==> config.mk <==
export PLATFORM = sky130hd
export DESIGN_NAME = healpix_nested_to_ring
export DESIGN_NICKNAME = d
export VERILOG_FILES = /design/src/rtl/core/hpx_pkg.sv /design/src/rtl/core/hpx_div_step.sv /design/src/rtl/core/hpx_ring.sv /design/src/rtl/core/healpix_nested_to_ring.sv
export SDC_FILE = /design/constraint.sdc
export NUM_CORES = 1
export LEC_CHECK = 0
export BUFFER_PORTS_ARGS = -buffer_cell sky130_fd_sc_hd__buf_2
export CAP_MARGIN = 10
export CORE_AREA = 2 2 406 207
export CTS_BUF_LIST = sky130_fd_sc_hd__clkbuf_8
export DETAILED_ROUTE_END_ITERATION = 10
export DIE_AREA = 0 0 408 209
export MAX_ROUTING_LAYER = met4
export SYNTH_ARGS = -nofsm -noshare
export SYNTH_HDL_FRONTEND = slang
export SYNTH_SLANG_ARGS = --single-unit
==> constraint.sdc <==
create_clock -name clk -period 7.4 [get_ports clk]
set_clock_uncertainty 0.05 [all_clocks]
set_input_delay 1.85 -clock clk [delete_from_list [all_inputs] [get_ports clk]]
set_output_delay 1.85 -clock clk [all_outputs]
set_load 0.05 [all_outputs]
==> src/rtl/core/hpx_pkg.sv <==
// Shared types and constants for the HEALPix nested-to-ring converter.
`timescale 1ns / 1ps

package hpx_pkg;

	localparam int NSIDE_W  = 14;
	localparam int IDX_W    = 31;
	localparam int N_W      = 30;
	localparam int SQ_W     = 2 * NSIDE_W;
	localparam int DIV_W    = SQ_W + 4;
	localparam int QUOT_W   = 4;
	localparam int RING_W   = 15;
	localparam int LON_W    = 17;
	localparam int STATUS_W = 2;

	localparam logic [QUOT_W-1:0]   FACE_COUNT  = 4'd12;

	localparam logic [STATUS_W-1:0] ST_OK       = 2'd0;
	localparam logic [STATUS_W-1:0] ST_BAD_FACE = 2'd1;
	localparam logic [STATUS_W-1:0] ST_BAD_RING = 2'd2;

	// One request as it moves through the face divider.
	typedef struct packed {
		logic              valid;
		logic              bad;
		logic [QUOT_W-1:0] quot;
		logic [N_W-1:0]    rem;
	} div_s_t;

endpackage

==> src/rtl/core/hpx_div_step.sv <==
// One restoring step of the face divider: decides one quotient bit.
`timescale 1ns / 1ps

module hpx_div_step
	import hpx_pkg::*;
#(
	parameter int SHIFT = 0
) (
	input  logic              clk,
	input  logic              arst_n,
	input  logic [SQ_W-1:0]   sq,
	input  div_s_t            din,
	output div_s_t            dout
);

	logic [DIV_W-1:0] divisor;
	logic             take;
	logic [N_W-1:0]   rem_next;
	logic [QUOT_W-1:0] quot_next;

	always_comb begin
		divisor   = DIV_W'(sq) << SHIFT;
		take      = DIV_W'(din.rem) >= divisor;
		rem_next  = take ? (din.rem - divisor[N_W-1:0]) : din.rem;
		quot_next = din.quot;
		quot_next[SHIFT] = take;
	end

	always_ff @(posedge clk or negedge arst_n) begin
		if (!arst_n) begin
			dout <= '0;
		end else begin
			dout.valid <= din.valid;
			dout.bad   <= din.bad;
			dout.quot  <= quot_next;
			dout.rem   <= rem_next;
		end
	end

endmodule

==> src/rtl/core/hpx_ring.sv <==
// Back end: de-interleave, ring and shift, longitude and result register.
`timescale 1ns / 1ps

module hpx_ring
	import hpx_pkg::*;
#(
	parameter int BIT_PAIRS = 13
) (
	input  logic                       clk,
	input  logic                       arst_n,
	input  logic [NSIDE_W-1:0]         nside,
	input  logic [NSIDE_W+1:0]         ns3,
	input  div_s_t                     din,
	output logic                       done,
	output logic [RING_W-1:0]          ring_index,
	output logic signed [LON_W-1:0]    longitude,
	output logic [STATUS_W-1:0]        status
);

	localparam int PW    = (2 * BIT_PAIRS > N_W) ? 2 * BIT_PAIRS : N_W;
	localparam int XW    = BIT_PAIRS + 1;
	localparam int BIG_W = (NSIDE_W + 3 > XW) ? NSIDE_W + 3 : XW;
	localparam int SUM_W = BIG_W + 2;

	// Stage 6: split the offset, form the ring number.
	logic [PW-1:0]        p_ext;
	logic [BIT_PAIRS-1:0] x, y;
	logic [XW-1:0]        xpy;
	logic [XW-1:0]        xmy;
	logic [1:0]           frow;
	logic [NSIDE_W+1:0]   base;
	logic [SUM_W-1:0]     ring_c;
	logic                 face_bad;

	always_comb begin
		p_ext = PW'(din.rem);
		for (int i = 0; i < BIT_PAIRS; i++) begin
			x[i] = p_ext[2*i];
			y[i] = p_ext[2*i+1];
		end
		xpy  = XW'(x) + XW'(y);
		xmy  = XW'(x) - XW'(y);
		frow = din.quot[3:2];
		case (frow)
			2'd0:    base = {1'b0, nside, 1'b0};
			2'd1:    base = ns3;
			default: base = {nside, 2'b00};
		endcase
		ring_c   = SUM_W'(base) - SUM_W'(xpy) - SUM_W'(1);
		face_bad = din.bad || (din.quot >= FACE_COUNT);
	end

	logic                   valid_s6;
	logic                   bad_s6;
	logic signed [SUM_W-1:0] ring_s6;
	logic signed [XW-1:0]   xmy_s6;
	logic [2:0]             f2_s6;

	always_ff @(posedge clk or negedge arst_n) begin
		if (!arst_n) begin
			valid_s6 <= 1'b0;
		end else begin
			valid_s6 <= din.valid;
		end
	end

	// F2 = 2*(f mod 4) + 1 - (row mod 2) packs into three bits.
	always_ff @(posedge clk) begin
		bad_s6  <= face_bad;
		ring_s6 <= $signed(ring_c);
		xmy_s6  <= $signed(xmy);
		f2_s6   <= {din.quot[1:0], ~frow[0]};
	end

	// Stage 7: range check, shift and longitude numerator.
	logic signed [SUM_W-1:0] ns_s, ns3_s, ns4_s;
	logic                    ring_bad;
	logic                    polar;
	logic                    s_bit;
	logic [NSIDE_W+2:0]      f2ns;
	logic [SUM_W-1:0]        lon_c;
	logic [STATUS_W-1:0]     status_c;

	always_comb begin
		ns_s     = $signed(SUM_W'(nside));
		ns3_s    = $signed(SUM_W'(ns3));
		ns4_s    = $signed(SUM_W'({nside, 2'b00}));
		ring_bad = (ring_s6 < $signed(SUM_W'(1))) || (ring_s6 >= ns4_s);
		polar    = (ring_s6 < ns_s) || (ring_s6 > ns3_s);
		s_bit    = polar ? 1'b1 : ~(ring_s6[0] ^ nside[0]);
		f2ns     = (NSIDE_W+3)'(f2_s6) * (NSIDE_W+3)'(nside);
		lon_c    = SUM_W'(f2ns) + SUM_W'(xmy_s6) + SUM_W'(s_bit);
		if (bad_s6) begin
			status_c = ST_BAD_FACE;
		end else if (ring_bad) begin
			status_c = ST_BAD_RING;
		end else begin
			status_c = ST_OK;
		end
	end

	logic                valid_s7;
	logic [STATUS_W-1:0] status_s7;
	logic [SUM_W-1:0]    ring_s7;
	logic [SUM_W-1:0]    lon_s7;

	always_ff @(posedge clk or negedge arst_n) begin
		if (!arst_n) begin
			valid_s7 <= 1'b0;
		end else begin
			valid_s7 <= valid_s6;
		end
	end

	always_ff @(posedge clk) begin
		status_s7 <= status_c;
		ring_s7   <= ring_s6;
		lon_s7    <= lon_c;
	end

	// Stage 8: halve with truncation toward zero, clear fields on error.
	logic [SUM_W-1:0] lon_adj;
	logic [SUM_W-1:0] lon_half;

	always_comb begin
		lon_adj  = lon_s7 + SUM_W'(lon_s7[SUM_W-1]);
		lon_half = $unsigned($signed(lon_adj) >>> 1);
	end

	always_ff @(posedge clk or negedge arst_n) begin
		if (!arst_n) begin
			done <= 1'b0;
		end else begin
			done <= valid_s7;
		end
	end

	always_ff @(posedge clk) begin
		status <= status_s7;
		if (status_s7 == ST_OK) begin
			ring_index <= ring_s7[RING_W-1:0];
			longitude  <= $signed(lon_half[LON_W-1:0]);
		end else begin
			ring_index <= '0;
			longitude  <= '0;
		end
	end

endmodule

==> src/rtl/core/healpix_nested_to_ring.sv <==
// Top level of the HEALPix nested-to-ring index converter.
`timescale 1ns / 1ps

// Converts a nested pixel index into its ring number and longitude at the
// resolution held in the nside register.
// Input: a request is taken at each rising edge where start is high and busy
// is low. busy stays low, so a new index may be presented every cycle.
// Output: done is high for one cycle with ring_index, longitude and status;
// the receiver cannot stall, and results come out in request order.
// Configuration: cfg_data is written into nside when cfg_valid and cfg_ready
// are high; cfg_ready is always high. Write only while no request is in flight.
// Throughput is one request per cycle. The pipeline is the input stage, the
// four-step face divider (one quotient bit per stage) and three back-end
// stages for ring, shift and longitude.
// Reset clears all stage valid bits and sets nside to 1.
module healpix_nested_to_ring
	import hpx_pkg::*;
#(
	parameter int BIT_PAIRS = 13
) (
	input  logic                     clk,
	input  logic                     arst_n,
	input  logic                     start,
	output logic                     busy,
	input  logic signed [IDX_W-1:0]  nested_index,
	output logic                     done,
	output logic [RING_W-1:0]        ring_index,
	output logic signed [LON_W-1:0]  longitude,
	output logic [STATUS_W-1:0]      status,
	input  logic                     cfg_valid,
	output logic                     cfg_ready,
	input  logic [NSIDE_W-1:0]       cfg_data
);

	logic [NSIDE_W-1:0] nside_q;
	logic [SQ_W-1:0]    sq_q;
	logic [NSIDE_W+1:0] ns3_q;

	assign busy      = 1'b0;
	assign cfg_ready = 1'b1;

	// Square and triple of nside are kept alongside it.
	always_ff @(posedge clk or negedge arst_n) begin
		if (!arst_n) begin
			nside_q <= NSIDE_W'(1);
			sq_q    <= SQ_W'(1);
			ns3_q   <= (NSIDE_W+2)'(3);
		end else if (cfg_valid && cfg_ready) begin
			nside_q <= cfg_data;
			sq_q    <= SQ_W'(cfg_data) * SQ_W'(cfg_data);
			ns3_q   <= (NSIDE_W+2)'({cfg_data, 1'b0}) + (NSIDE_W+2)'(cfg_data);
		end
	end

	logic           accept;
	logic [N_W-1:0] n_in;
	logic           over;

	always_comb begin
		accept = start && !busy;
		n_in   = nested_index[N_W-1:0];
		// A face of sixteen or more cannot come out of the four-bit divider.
		over   = DIV_W'(n_in) >= {sq_q, 4'b0000};
	end

	div_s_t div_s1;
	div_s_t stage [0:QUOT_W];

	always_ff @(posedge clk or negedge arst_n) begin
		if (!arst_n) begin
			div_s1 <= '0;
		end else begin
			div_s1.valid <= accept;
			div_s1.bad   <= nested_index[IDX_W-1] || over;
			div_s1.quot  <= '0;
			div_s1.rem   <= n_in;
		end
	end

	assign stage[0] = div_s1;

	for (genvar k = 0; k < QUOT_W; k++) begin : g_div
		hpx_div_step #(
			.SHIFT(QUOT_W - 1 - k)
		) u_step (
			.clk    (clk),
			.arst_n (arst_n),
			.sq     (sq_q),
			.din    (stage[k]),
			.dout   (stage[k+1])
		);
	end

	hpx_ring #(
		.BIT_PAIRS(BIT_PAIRS)
	) u_ring (
		.clk        (clk),
		.arst_n     (arst_n),
		.nside      (nside_q),
		.ns3        (ns3_q),
		.din        (stage[QUOT_W]),
		.done       (done),
		.ring_index (ring_index),
		.longitude  (longitude),
		.status     (status)
	);

endmodule
==> Word level (Yosys, flattened, before mapping) <==
Cells that the tools add are included.
{ "classes": {"addsub": 12, "reduce_logical": 6, "magnitude_cmp": 10, "mux": 7, "eq_ne": 1, "n_mul": 2, "bitwise": 3} }
{ "ops": {"columns": ["cell", "count"], "rows": [
  ["$mux W30", 3],
  ["$sub A30 B30 Y30", 2],
  ["$ge A30 B32 Y1", 1],
  ["$pmux W16 S2", 1],
  ["$ge A30 B31 Y1", 1],
  ["$ge A30 B28 Y1", 1],
  ["$ge A30 B29 Y1", 1],
  ["$ge A30 B30 Y1", 1],
  ["$sub A30 B29 Y30", 1],
  ["$mul A14 B14 Y28", 1],
  ["$mux W26", 1],
  ["$sub A26 B26 Y26", 1],
  ["$add A18 B14 Y19", 1],
  ["$add A19 B1 Y19", 1],
  ["$ge A19 B17 Y1", 1],
  ["$gt A19 B17 Y1", 1],
  ["$lt A19 B15 Y1", 1],
  ["$lt A19 B2 Y1 const B", 1],
  ["$sub A19 B1 Y19 const B", 1],
  ["$add A18 B1 Y18", 1],
  ["$mul A3 B14 Y17", 1],
  ["$sub A16 B14 Y17", 1],
  ["$add A15 B14 Y16", 1],
  ["$add A13 B13 Y14", 1],
  ["9 further kinds", 14]
]} }
{ "word_totals": {"in_bits": 49, "ff_bits": 334, "output_inout_bits": 37} }

==> Logic depth before layout (Yosys ltp) <==
Gate-level depths: netlist (run 1).
{ "depth": {"word_depth": 4, "mapped_depth": 26} }

==> Hierarchy <==
A second synthesis (run 1) with hierarchy kept.
{ "unflattened": {"cells_unflattened": 3312, "hier_area_um2": 29952.5} }
{ "modules_own_cells": {"columns": ["module", "cells_each", "seq_area_each_um2", "n_inst", "area_per_inst_um2"], "rows": [
  ["healpix_nested_to_ring", 1050, 2179.6, 1, 9940.8],
  ["hpx_ring", 923, 2197.1, 1, 8054.0],
  ["hpx_div_step (g_div[2].u_step)", 354, 900.9, 1, 3140.5],
  ["hpx_div_step (g_div[3].u_step)", 342, 900.9, 1, 3030.4],
  ["hpx_div_step (g_div[0].u_step)", 345, 900.9, 1, 2914.0],
  ["hpx_div_step (g_div[1].u_step)", 298, 900.9, 1, 2872.8]
]} }

==> Worst setup path after synthesis (run 1) <==
No wires, ideal clock.
{ "synth_path": {"path_type": "input -> register", "from": "input port cfg_data[1]", "to": "register sq_q[26]", "arrival_time_ns": 7.277, "path_slack_ns": -0.058, "cell_stages": 20, "path_buffers": 1, "cell_sequence": "clkbuf_1 -> nand2_1 -> fa_1 -> fa_1 -> fa_1 -> inv_1 -> fa_1 -> fa_1 -> inv_1 -> fa_1 -> inv_1 -> ha_1 -> nor2b_1 -> o21ai_0 -> nand2b_1 -> a31oi_1 -> o41ai_1 -> a221o_1 -> nor4b_1 -> or3_1"} }
{ "synth_between": {"elab_chain_len": 1} }
{ "synth_rtl": {"columns": ["item", "line_no", "text"], "rows": [
  ["start: declaration", "healpix_nested_to_ring.sv:32", "input logic [NSIDE_W-1:0] cfg_data"],
  ["$mul A14 B14 Y28", "healpix_nested_to_ring.sv:50", "sq_q <= SQ_W'(cfg_data) * SQ_W'(cfg_data);"],
  ["end signal: assignment", "healpix_nested_to_ring.sv:50", null],
  ["end: declaration", "healpix_nested_to_ring.sv:36", "logic [SQ_W-1:0] sq_q;"]
]} }
No other way between the ends.
A chain may end at the register's enable or synchronous reset.

==> Worst setup path after layout (run 1) <==
{ "layout_path": {"from": "input port cfg_data[7]", "to": "register sq_q[26]"} }
Same word-level chain as after synthesis.

==> results of run 1 <==
[worst register-to-register path, cell delays in order (launching register included)]
cell	delay [ns]
dfxtp_1	0.57
ha_1	0.31
nor2b_1	0.13
o21a_1	0.15
o21ai_0	0.17
a21oi_1	0.11
o21ai_0	0.18
a21oi_1	0.09
o211ai_1	0.18
a21oi_1	0.08
a211oi_1	0.99
fa_1	0.40
inv_1	0.07
fa_1	0.41
a21o_1	0.18
a21oi_1	0.21
nor2b_1	0.08
o311ai_0	0.60
a21oi_1	0.22
a21oi_1	0.26
a21oi_1	0.13
a21oi_1	0.20
xnor2_1	0.18
[logic make-up (layout without fill, tap and decap cells)]
| group | after synthesis | after routing | share of synthesized area, % |
|---|---|---|---|
| compound gates | 694 | 694 | 15.8 |
| xor+xnor | 200 | 200 | 6.40 |
| fa+ha+maj | 513 | 513 | 27.3 |
| buf+inv | 463 | 686 | 6.42 |
| flops | 331 | 331 | 28.2 |
| mux | 68 | 68 | 2.67 |
| other cells | 2 | 3 | 0.0273 |
| simple gates | 763 | 763 | 13.2 |
[layer usage]
metal,up-vias,track usage (%)
li1,10700,-
met1,10400,31.1
met2,750,22.1
met3,83,5.62
met4,0,2.99
met5,-,-
[per-stage QoR]
stage	cell area (um2)	worst slack [ns]
global route	31300	0.0840
detailed placement	29900	-0.253
global placement	29900	-0.164
CTS	31300	0.479
finish	31300	0.448
floorplan	27500	0.0358
[state kept, by name, indices dropped and copies added (netlist names)]
| register | cells |
|---|---|
| div_s1 | 32 |
| g_div.u_step.dout | 134 |
| ns3_q | 15 |
| nside_q | 14 |
| sq_q | 26 |
| u_ring.bad_s6 | 1 |
| u_ring.done | 1 |
| u_ring.f2_s6 | 3 |
| u_ring.lon_s7 | 19 |
| u_ring.longitude | 17 |
| u_ring.ring_index | 15 |
| u_ring.ring_s6 | 19 |
| u_ring.ring_s7 | 15 |
| u_ring.status | 2 |
| u_ring.status_s7 | 2 |
| u_ring.valid_s6 | 1 |
| u_ring.valid_s7 | 1 |
| u_ring.xmy_s6 | 14 |
[final timing paths]
| check | cells past startpoint | to | slack, ns |
|---|---|---|---|
| max in group asynchronous | 2 | div_s1[7]$_DFF_PN0_ | 4.91 |
| hold / removal | 0 | g_div[3].u_step.dout[32]$_DFF_PN0_ | 0.30 |
| hold reg to reg | 0 | g_div[3].u_step.dout[32]$_DFF_PN0_ | 0.30 |
| setup reg to reg | 22 | u_ring.lon_s7[18]$_DFF_P_ | 1.35 |
| setup / recovery | 22 | sq_q[26]$_DFFE_PN0P_ | 0.45 |
| min in group asynchronous | 1 | u_ring.done$_DFF_PN0_ | 1.01 |
[final cells by class]
cell class	count	area, um2
antenna	1	2.50
fill	8292	51000
clock buffer	66	908
sequential	331	7750
multi-input combinational	2240	18000
tap	1116	1400
clock inverter	33	414
inverter	391	1470
timing repair buffer	196	1310
[cell usage in the layout (no fill, tap or decap), types with 86 or more instances in the layout]
| master | n |
|---|---|
| fa_1 | 145 |
| xnor2_1 | 113 |
| inv_1 | 397 |
| xor2_1 | 86 |
| buf_4 | 111 |
| a21oi_1 | 228 |
| o21ai_0 | 162 |
| ha_1 | 368 |
| dfrtp_1 | 222 |
| nand2_1 | 267 |
| dfxtp_1 | 107 |
| nor2_1 | 175 |
==> impl_metrics.csv, run 1 <==
group,metric,value,unit
run_status,status,"finished, final reports clean",
critical_path,cp-end-kind,"flop",
placed_design,dpl.cell_count,4274,
worst_hold_path,min_path_type,"flop to flop",
synthesis,yosys.area.top_type,"dfrtp_1",
layout,fin_nets,3775,
global_routing,grtUsageTotal,19.1,%
timing,fin_tns_setup,0,ns
critical_path,r2r_start,"u_ring.ring_s6[1]$_DFF_P_",
placed_design,routabilityCongestion,0.949,
synthesis,synth_edf_count,0,
layout,final_core_util,38.0,%
drt,m1WireLength,43.0,mm
cts,clk_pin_slew,0.07,ns
synthesis,ys_seq_area_share,28.2,%
timing,slew_viol_final,0,
critical_path,crit_slowest_cell,"fa_1",
cts,cts_resized,0,
critical_path,crit_chain,"buf_2 -> buf_4 -> nand2_1 -> inv_1 -> fa_1 -> inv_1 -> fa_1 -> inv_1 -> fa_1 -> fa_1 -> fa_1 -> fa_1 -> ha_1 -> a21oi_1 -> nor2b_1 -> o21ai_0 -> nand2b_1 -> a31oi_2 -> o41ai_2 -> a221o_1 -> nor4b_1 -> or3_1",
global_routing,grt_pass1_vias,20700,
global_routing,grt_pass1_wl,124,mm
drt,drtIter0Drc,2213,
critical_path,path_class,"input port to flop",
global_routing,antenna_found_initial,3,
drt,wirelength,78.2,mm
layout,drive_above_1_share,10.7,%
synthesis,synth_most_common_cell,"inv_1",
timing,slew_headroom,9.65,%
timing,period_minus_slack,6.95,ns
synthesis,yosysUniqueCellTypes,87,
critical_path,cp_top_family,"adder cells",
cts,cts.sinks,331,
drt,wl_per_cell,17.9,um
drt,dr.pass1.iters,6,
synthesis,synth_commonest_cells,"390 x inv_1, 368 x ha_1, 267 x nand2_1, 228 x a21oi_1, 222 x dfrtp_1",
synthesis,synth.net_count,3596,
synthesis,syn_area_per_cell,9.06,um2
timing,max_freq,0.144,GHz
synthesis,yosys-top-cells-area,"dfrtp_1 20%, ha_1 17%, fa_1 11%",
floorplan,die_area,85300,um2
layout,fin_cells,4374,
cts,numCtsBuffers,53,
floorplan,die_y,209,um
critical_path,crit_path_start,"cfg_data[7]",
critical_path,cpPeakStageDelay,0.60,ns
cts,clock_latency,0.70,ns
cts,cts_root_buf,"clkbuf_8",
floorplan,core_area,82300,um2
critical_path,worst-path-max-fanout,4,
floorplan,ios,86,
drt,vias,22000,
drt,ant_nets,0,
drt,top_layer,"met4",
drt,viasPerCell,5.02,
synthesis,ys_seq_elements,331,
floorplan,row_count,75,
timing,timing.hold.ws,0.299,ns
cts,clockBufferDepth,3,
timing,worst_pin_slew,1.34,ns
global_routing,grt-ovfl-total,0,
job,max_cap_violations,0,
cts,cts_tree,"built",
cts,cts_hold_buf,0,
critical_path,worstPathArrival,7.48,ns
synthesis,syn_inst,3034,
floorplan,initial_utilization,33.4,%
worst_hold_path,min_from,"g_div[2].u_step.dout[32]$_DFF_PN0_",
synthesis,syn-cell-area,27500,um2
synthesis,synth.yosys.warnings,0,
timing,fin_crit_sh,93.9,%
critical_path,cp.required,7.92,ns
drt,wl_met2,26.4,mm
synthesis,synthArstFlopShare,67.7,%
timing,hold_viol,0,
drt,drcViolationCount,0,
critical_path,critPathLaunchType,"input port",
synthesis,yosysTopAreaCellShare,20.2,%
global_routing,grt_max_degree,173,
drt,wl_met3,7.63,mm
cts,cts_setup_buffers,0,
timing,finalSetupViolations,0,
floorplan,fp.dieW,408,um
timing,rsz0062_at_grt,"no",
critical_path,cp_common_cell,"fa_1",
synthesis,synth_ff_type,"dfrtp_1",
placed_design,io_buffers,83,
cts,cts_max_level,2,
placed_design,dp_hpwl,62.9,mm
layout,areaGrowthSynthToFinish,13.8,%
critical_path,crit_buf_inv,5,
Power of run 1 is not shown: default switching activity piles up to over one toggle a cycle in this logic, so the estimate is an artifact.
==> run 2, diff against run 1 <==
- CORE_AREA: 2 2 406 207 -> 10 10 314 165
- DIE_AREA: 0 0 408 209 -> 0 0 324 175
- PLACE_DENSITY: default -> 0.77
==> run 2 against run 1 <==
Hold slack worse by 0.045 ns. Critical path depth up 1. Cell count down 12%. Core utilization up 27 points. Clock-buffer cell count unchanged. Die area down 34%.
==> impl_metrics.csv, run 2 (synthesized netlist as in run 1, its figures left out) <==
group,metric,value,unit
run_status,status,"finished, final reports clean",
critical_path,ff2ff_setup_slack,1.37,ns
placed_design,dpl.cell_count,3755,
layout,final_cell_mix,"398 x inv_1, 368 x ha_1, 267 x nand2_1",
placed_design,routabilityCongestion,1.01,
layout,final_common_cell,"inv_1",
layout,largest_reg_flops,134,
timing,fin_crit_sh,95.3,%
drt,wirelength,79.0,mm
layout,drive_above_1_share,10.1,%
worst_hold_path,min_path_type,"flop to flop",
floorplan,core_area,46200,um2
floorplan,row_count,56,
cts,cts_max_level,2,
cts,clk_pin_slew,0.07,ns
layout,design_area,30300,um2
drt,vias,22900,
global_routing,grtUsageTotal,28.7,%
drt,viasPerCell,5.94,
job,max_cap_violations,0,
global_routing,antenna_found_initial,7,
floorplan,die_y,175,um
floorplan,initial_utilization,59.4,%
critical_path,worst-path-max-fanout,7,
critical_path,r2r_start,"nside_q[1]$_DFFE_PN0P_",
critical_path,cp.required,7.91,ns
worst_hold_path,hold_depth,0,
placed_design,io_buffers,83,
timing,rsz0062_at_grt,"no",
cts,cts.sinks,331,
worst_hold_path,min_from,"g_div[1].u_step.dout[34]$_DFF_PN0_",
timing,max_freq,0.142,GHz
layout,areaGrowthSynthToFinish,10.1,%
layout,fin_cells,3849,
cts,clockBufferDepth,3,
critical_path,critPathLaunchType,"input port",
global_routing,grt_max_degree,120,
layout,final_core_util,65.5,%
placed_design,place_area,29200,um2
critical_path,r2r-end,"u_ring.lon_s7[18]$_DFF_P_",
layout,fin_nets,3760,
cts,numCtsBuffers,50,
global_routing,grt_pass1_wl,126,mm
floorplan,die_area,56700,um2
timing,finalSetupViolations,0,
cts,cts_tree,"built",
critical_path,worstPathArrival,7.56,ns
timing,worst_pin_slew,1.14,ns
drt,wl_per_cell,20.5,um
cts,clock_latency,0.66,ns
floorplan,ios,86,
placed_design,dp_hpwl,63.6,mm
timing,slew_viol_final,0,
timing,slew_headroom,23.0,%
critical_path,path_class,"input port to flop",
timing,period_minus_slack,7.05,ns
global_routing,grt-ovfl-total,0,
global_routing,grt_pass1_vias,22300,
layout,fillCellCount,3774,
drt,dr.pass1.iters,5,
floorplan,fp.dieW,324,um
drt,drtIter0Drc,2683,
drt,ant_nets,0,
critical_path,r2r_cells,23,
critical_path,cp-end-kind,"flop",
timing,hold_viol,0,
drt,drcViolationCount,0,
layout,top_register,"g_div.u_step.dout",
layout,reg_top3,"g_div.u_step.dout: 134 flops, div_s1: 32 flops, sq_q: 26 flops",
worst_hold_path,hold_end,"g_div[2].u_step.dout[34]$_DFF_PN0_",
cts,cts_root_buf,"clkbuf_8",
run 2: layout make-up:
type,count,area (um2),share of cell area (%)
multi-input cells,2240,18000,59.5
flip-flops and latches,331,7750,25.6
inverters,391,1470,4.85
repair buffers,184,1200,3.95
clock buffers,66,908,3.00
well taps,609,762,2.52
clock inverters,25,164,0.542
diodes,3,7.51,0.0248
run 2: worst max-delay path by stage:
stage	from	endpoint	slack [ns]
2_1_floorplan	cfg_data[9]	sq_q[26]$_DFFE_PN0P_	0.04
3_3_place_gp	cfg_data[2]	sq_q[23]$_DFFE_PN0P_	-0.16
3_5_place_dp	cfg_data[4]	sq_q[23]$_DFFE_PN0P_	-0.23
4_1_cts	cfg_data[4]	sq_q[23]$_DFFE_PN0P_	0.42
5_1_grt	cfg_data[4]	sq_q[23]$_DFFE_PN0P_	0.06
6_report	cfg_data[4]	sq_q[23]$_DFFE_PN0P_	0.35
run 2: layer usage:
metal  wire length (um)  vias to the layer above  global-route usage (%)
met5                  0                        -                       -
met4               1270                        0                    4.72
met3               9130                      123                    7.77
met2              30500                     1007                    37.7
met1              38100                    11100                    43.3
li1                   -                    10700                       -
run 2: what timing repair did:
| action | in CTS | in global routing |
|---|---|---|
| setup endpoints to repair | 0 | 1 |
| gates resized for setup | 0 | 1 |
| hold buffers | 0 | 0 |
| setup buffers | 0 | 0 |
run 2: through the flow:
stage / TNS [ns] / hold slack, ns / setup slack, ns
2_1_floorplan: 0 / 0.274 / 0.0358
3_3_place_gp: -0.579 / 0.283 / -0.159
3_5_place_dp: -1.20 / 0.286 / -0.231
4_1_cts: 0 / 0.255 / 0.422
5_1_grt: 0 / 0.256 / 0.0591
6_report: 0 / 0.254 / 0.351
run 2: critical path, stage by stage:
cell,delay (ns)
buf_2,0.22
ha_1,0.21
inv_1,0.07
fa_1,0.49
fa_1,0.52
inv_1,0.05
fa_1,0.49
inv_1,0.05
fa_1,0.48
inv_1,0.06
fa_1,0.56
fa_1,0.43
ha_1,0.34
o21ai_0,0.11
a21oi_1,0.22
o21ai_0,0.15
o211ai_1,0.30
nand2_1,0.13
o31ai_1,0.36
buf_4,0.17
xor2_1,0.13
nand2_1,0.06
o21ai_0,0.10
Power of run 2 is left out for the same reason.
==> run 3, diff against run 2 <==
--- a/config.mk
+++ b/config.mk
@@ -9,6 +9,6 @@
 export CAP_MARGIN = 10
-export CORE_AREA = 10 10 314 165
+export CORE_AREA = 10 10 327 171
 export CTS_BUF_LIST = sky130_fd_sc_hd__clkbuf_8
 export DETAILED_ROUTE_END_ITERATION = 10
-export DIE_AREA = 0 0 324 175
+export DIE_AREA = 0 0 337 181
 export MAX_ROUTING_LAYER = met4
@@ -17,2 +17,3 @@
 export SYNTH_HDL_FRONTEND = slang
+export SYNTH_HIERARCHICAL = 1
 export SYNTH_SLANG_ARGS = --single-unit
==> constraint.sdc (replaced) <==
create_clock -name clk -period 7.4 [get_ports clk]
set_clock_uncertainty 0.05 [all_clocks]
set_input_delay 1.11 -clock clk [delete_from_list [all_inputs] [get_ports clk]]
set_output_delay 1.11 -clock clk [all_outputs]
set_load 0.05 [all_outputs]
==> run 3 against run 2 <==
Via count up 2.6%. Flip-flop and latch count shrank 1. Area after synthesis up 7.4%. Routed wire length fell by 2.3%. First-iteration DRC count fell by 29%. Die area increased by 7.6%. Register-to-register slack better by 0.73 ns. Critical path depth shrank 4. Critical path type unchanged. Critical endpoint is now sq_q[19]$_DFFE_PN0P_.
==> impl_metrics.csv, run 3 <==
group,metric,value,unit
layout,areaGrowthSynthToFinish,6.93,%
placed_design,dp_slack,0.601,ns
floorplan,die_y,181,um
layout,final_cell_mix,"510 x inv_1, 363 x ha_1, 270 x nand2_1",
cts,cts.sinks,330,
layout,fin_nets,3895,
critical_path,endpoint,"sq_q[19]$_DFFE_PN0P_",
drt,viasPerCell,5.82,
critical_path,r2r-end,"u_ring/lon_s7[18]$_DFF_P_",
floorplan,core_area,49900,um2
placed_design,io_buffers,83,
job,max_cap_violations,0,
timing,hold_viol,0,
critical_path,critPathLaunchType,"input port",
timing,rsz0062_at_grt,"no",
critical_path,path_class,"input port to flop",
critical_path,cp.required,7.83,ns
cts,clock_latency,0.63,ns
layout,diodes,0,
cts,cts_tree,"built",
worst_hold_path,min_path_type,"flop to flop",
drt,vias,23500,
layout,reg_top3,"g_div.u_step/dout: 134 flops, div_s1: 32 flops, sq_q: 26 flops",
synthesis,syn-cell-area,29500,um2
cts,cts_resized,0,
drt,drtIter0Drc,1914,
cts,cts_setup_buffers,0,
timing,timing.hold.ws,0.292,ns
run_status,status,"finished, final reports clean",
global_routing,grt-ovfl-total,0,
drt,ant_nets,0,
global_routing,grt_max_degree,100,
timing,fin_tns_setup,0,ns
layout,largest_reg_flops,134,
timing,max_freq,0.160,GHz
cts,numCtsBuffers,51,
timing,fin_crit_sh,84.5,%
critical_path,r2r_cells,21,
floorplan,fp.dieW,337,um
timing,timing.final.ws_setup,1.14,ns
timing,worst_pin_slew,1.10,ns
cts,clockBufferDepth,3,
floorplan,initial_utilization,59.1,%
synthesis,synth.yosys.warnings,6,
timing,finalSetupViolations,0,
critical_path,cp-end-kind,"flop",
drt,drcViolationCount,0,
layout,fillCellCount,4285,
layout,final_common_cell,"inv_1",
global_routing,grt_pass1_wl,124,mm
drt,wirelength,77.3,mm
cts,cts_root_buf,"clkbuf_8",
layout,drive_above_1_share,9.13,%
cts,cts_max_level,2,
cts,clk_pin_slew,0.07,ns
drt,dr.pass1.iters,5,
critical_path,r2r_start,"nside_q[1]$_DFFE_PN0P_",
synthesis,syn_area_per_cell,9.02,um2
synthesis,syn_inst,3272,
critical_path,ff2ff_setup_slack,2.10,ns
timing,slew_headroom,26.5,%
global_routing,grtUsageTotal,26.0,%
placed_design,dp_hpwl,60.9,mm
placed_design,routabilityCongestion,0.971,
cts,cts_hold_buf,0,
drt,wl_per_cell,19.2,um
layout,top_register,"g_div.u_step/dout",
timing,slew_viol_final,0,
worst_hold_path,min_from,"g_div[3].u_step/dout[31]$_DFF_PN0_",
floorplan,die_area,61000,um2
critical_path,worstPathArrival,6.68,ns
global_routing,antenna_found_initial,0,
floorplan,row_count,58,
critical_path,worst-path-max-fanout,18,
critical_path,crit_path_start,"cfg_data[3]",
global_routing,grt_pass1_vias,23200,
timing,period_minus_slack,6.26,ns
floorplan,ios,86,
-- run 3: worst max-delay path, stage by stage --
cell,delay (ns)
buf_2,0.23
and2_1,0.25
fa_1,0.51
inv_1,0.05
fa_1,0.51
inv_1,0.06
fa_1,0.52
fa_1,0.45
fa_1,0.55
inv_1,0.06
fa_1,0.55
inv_1,0.05
ha_1,0.34
a21oi_1,0.18
o21ai_0,0.18
o31ai_1,0.55
a21boi_0,0.21
o21ai_0,0.17
o311ai_0,0.14
-- run 3: area by class of cell --
cell class	count	area [um2]	share of cell area, %
Clock buffer	63	867	2.75
Clock inverter	31	327	1.03
Inverter	502	1890	5.98
Multi-Input combinational cell	2354	19400	61.5
Sequential cell	330	7730	24.5
Tap cell	660	826	2.62
Timing Repair Buffer	93	500	1.59
-- run 3: metrics by stage --
| stage | utilization, % | instance area, um2 | instances |
|---|---|---|---|
| after CTS | 63.2 | 31600 | 4033 |
| after detailed placement | 60.8 | 30400 | 3939 |
| after floorplan | - | 29500 | 3278 |
| after global placement | 60.8 | 30400 | 3939 |
| after global routing | 63.2 | 31600 | 4033 |
| final | 63.2 | 31600 | 4033 |
-- run 3: metal layers --
metal  vias to the layer above  wire length [um]  track usage [%]
met5                         -                 0                -
met4                         0              2310             7.80
met3                       143              6420             5.05
met1                     11200             36000             36.2
met2                       839             32500             37.9
li1                      11300                 -                -
-- run 3: worst min path at each step --
| stage | end | depth (start not counted) |
|---|---|---|
| after detailed placement | u_ring/valid_s6$_DFF_PN0_ | 0 |
| after global routing | u_ring/f2_s6[2]$_DFF_P_ | 0 |
| final | u_ring/f2_s6[2]$_DFF_P_ | 0 |
| after global placement | g_div[2].u_step/dout[32]$_DFF_PN0_ | 0 |
| after CTS | u_ring/f2_s6[2]$_DFF_P_ | 0 |
| after floorplan | u_ring/f2_s6[1]$_DFF_P_ | 0 |
Power of run 3 is left out for the same reason.
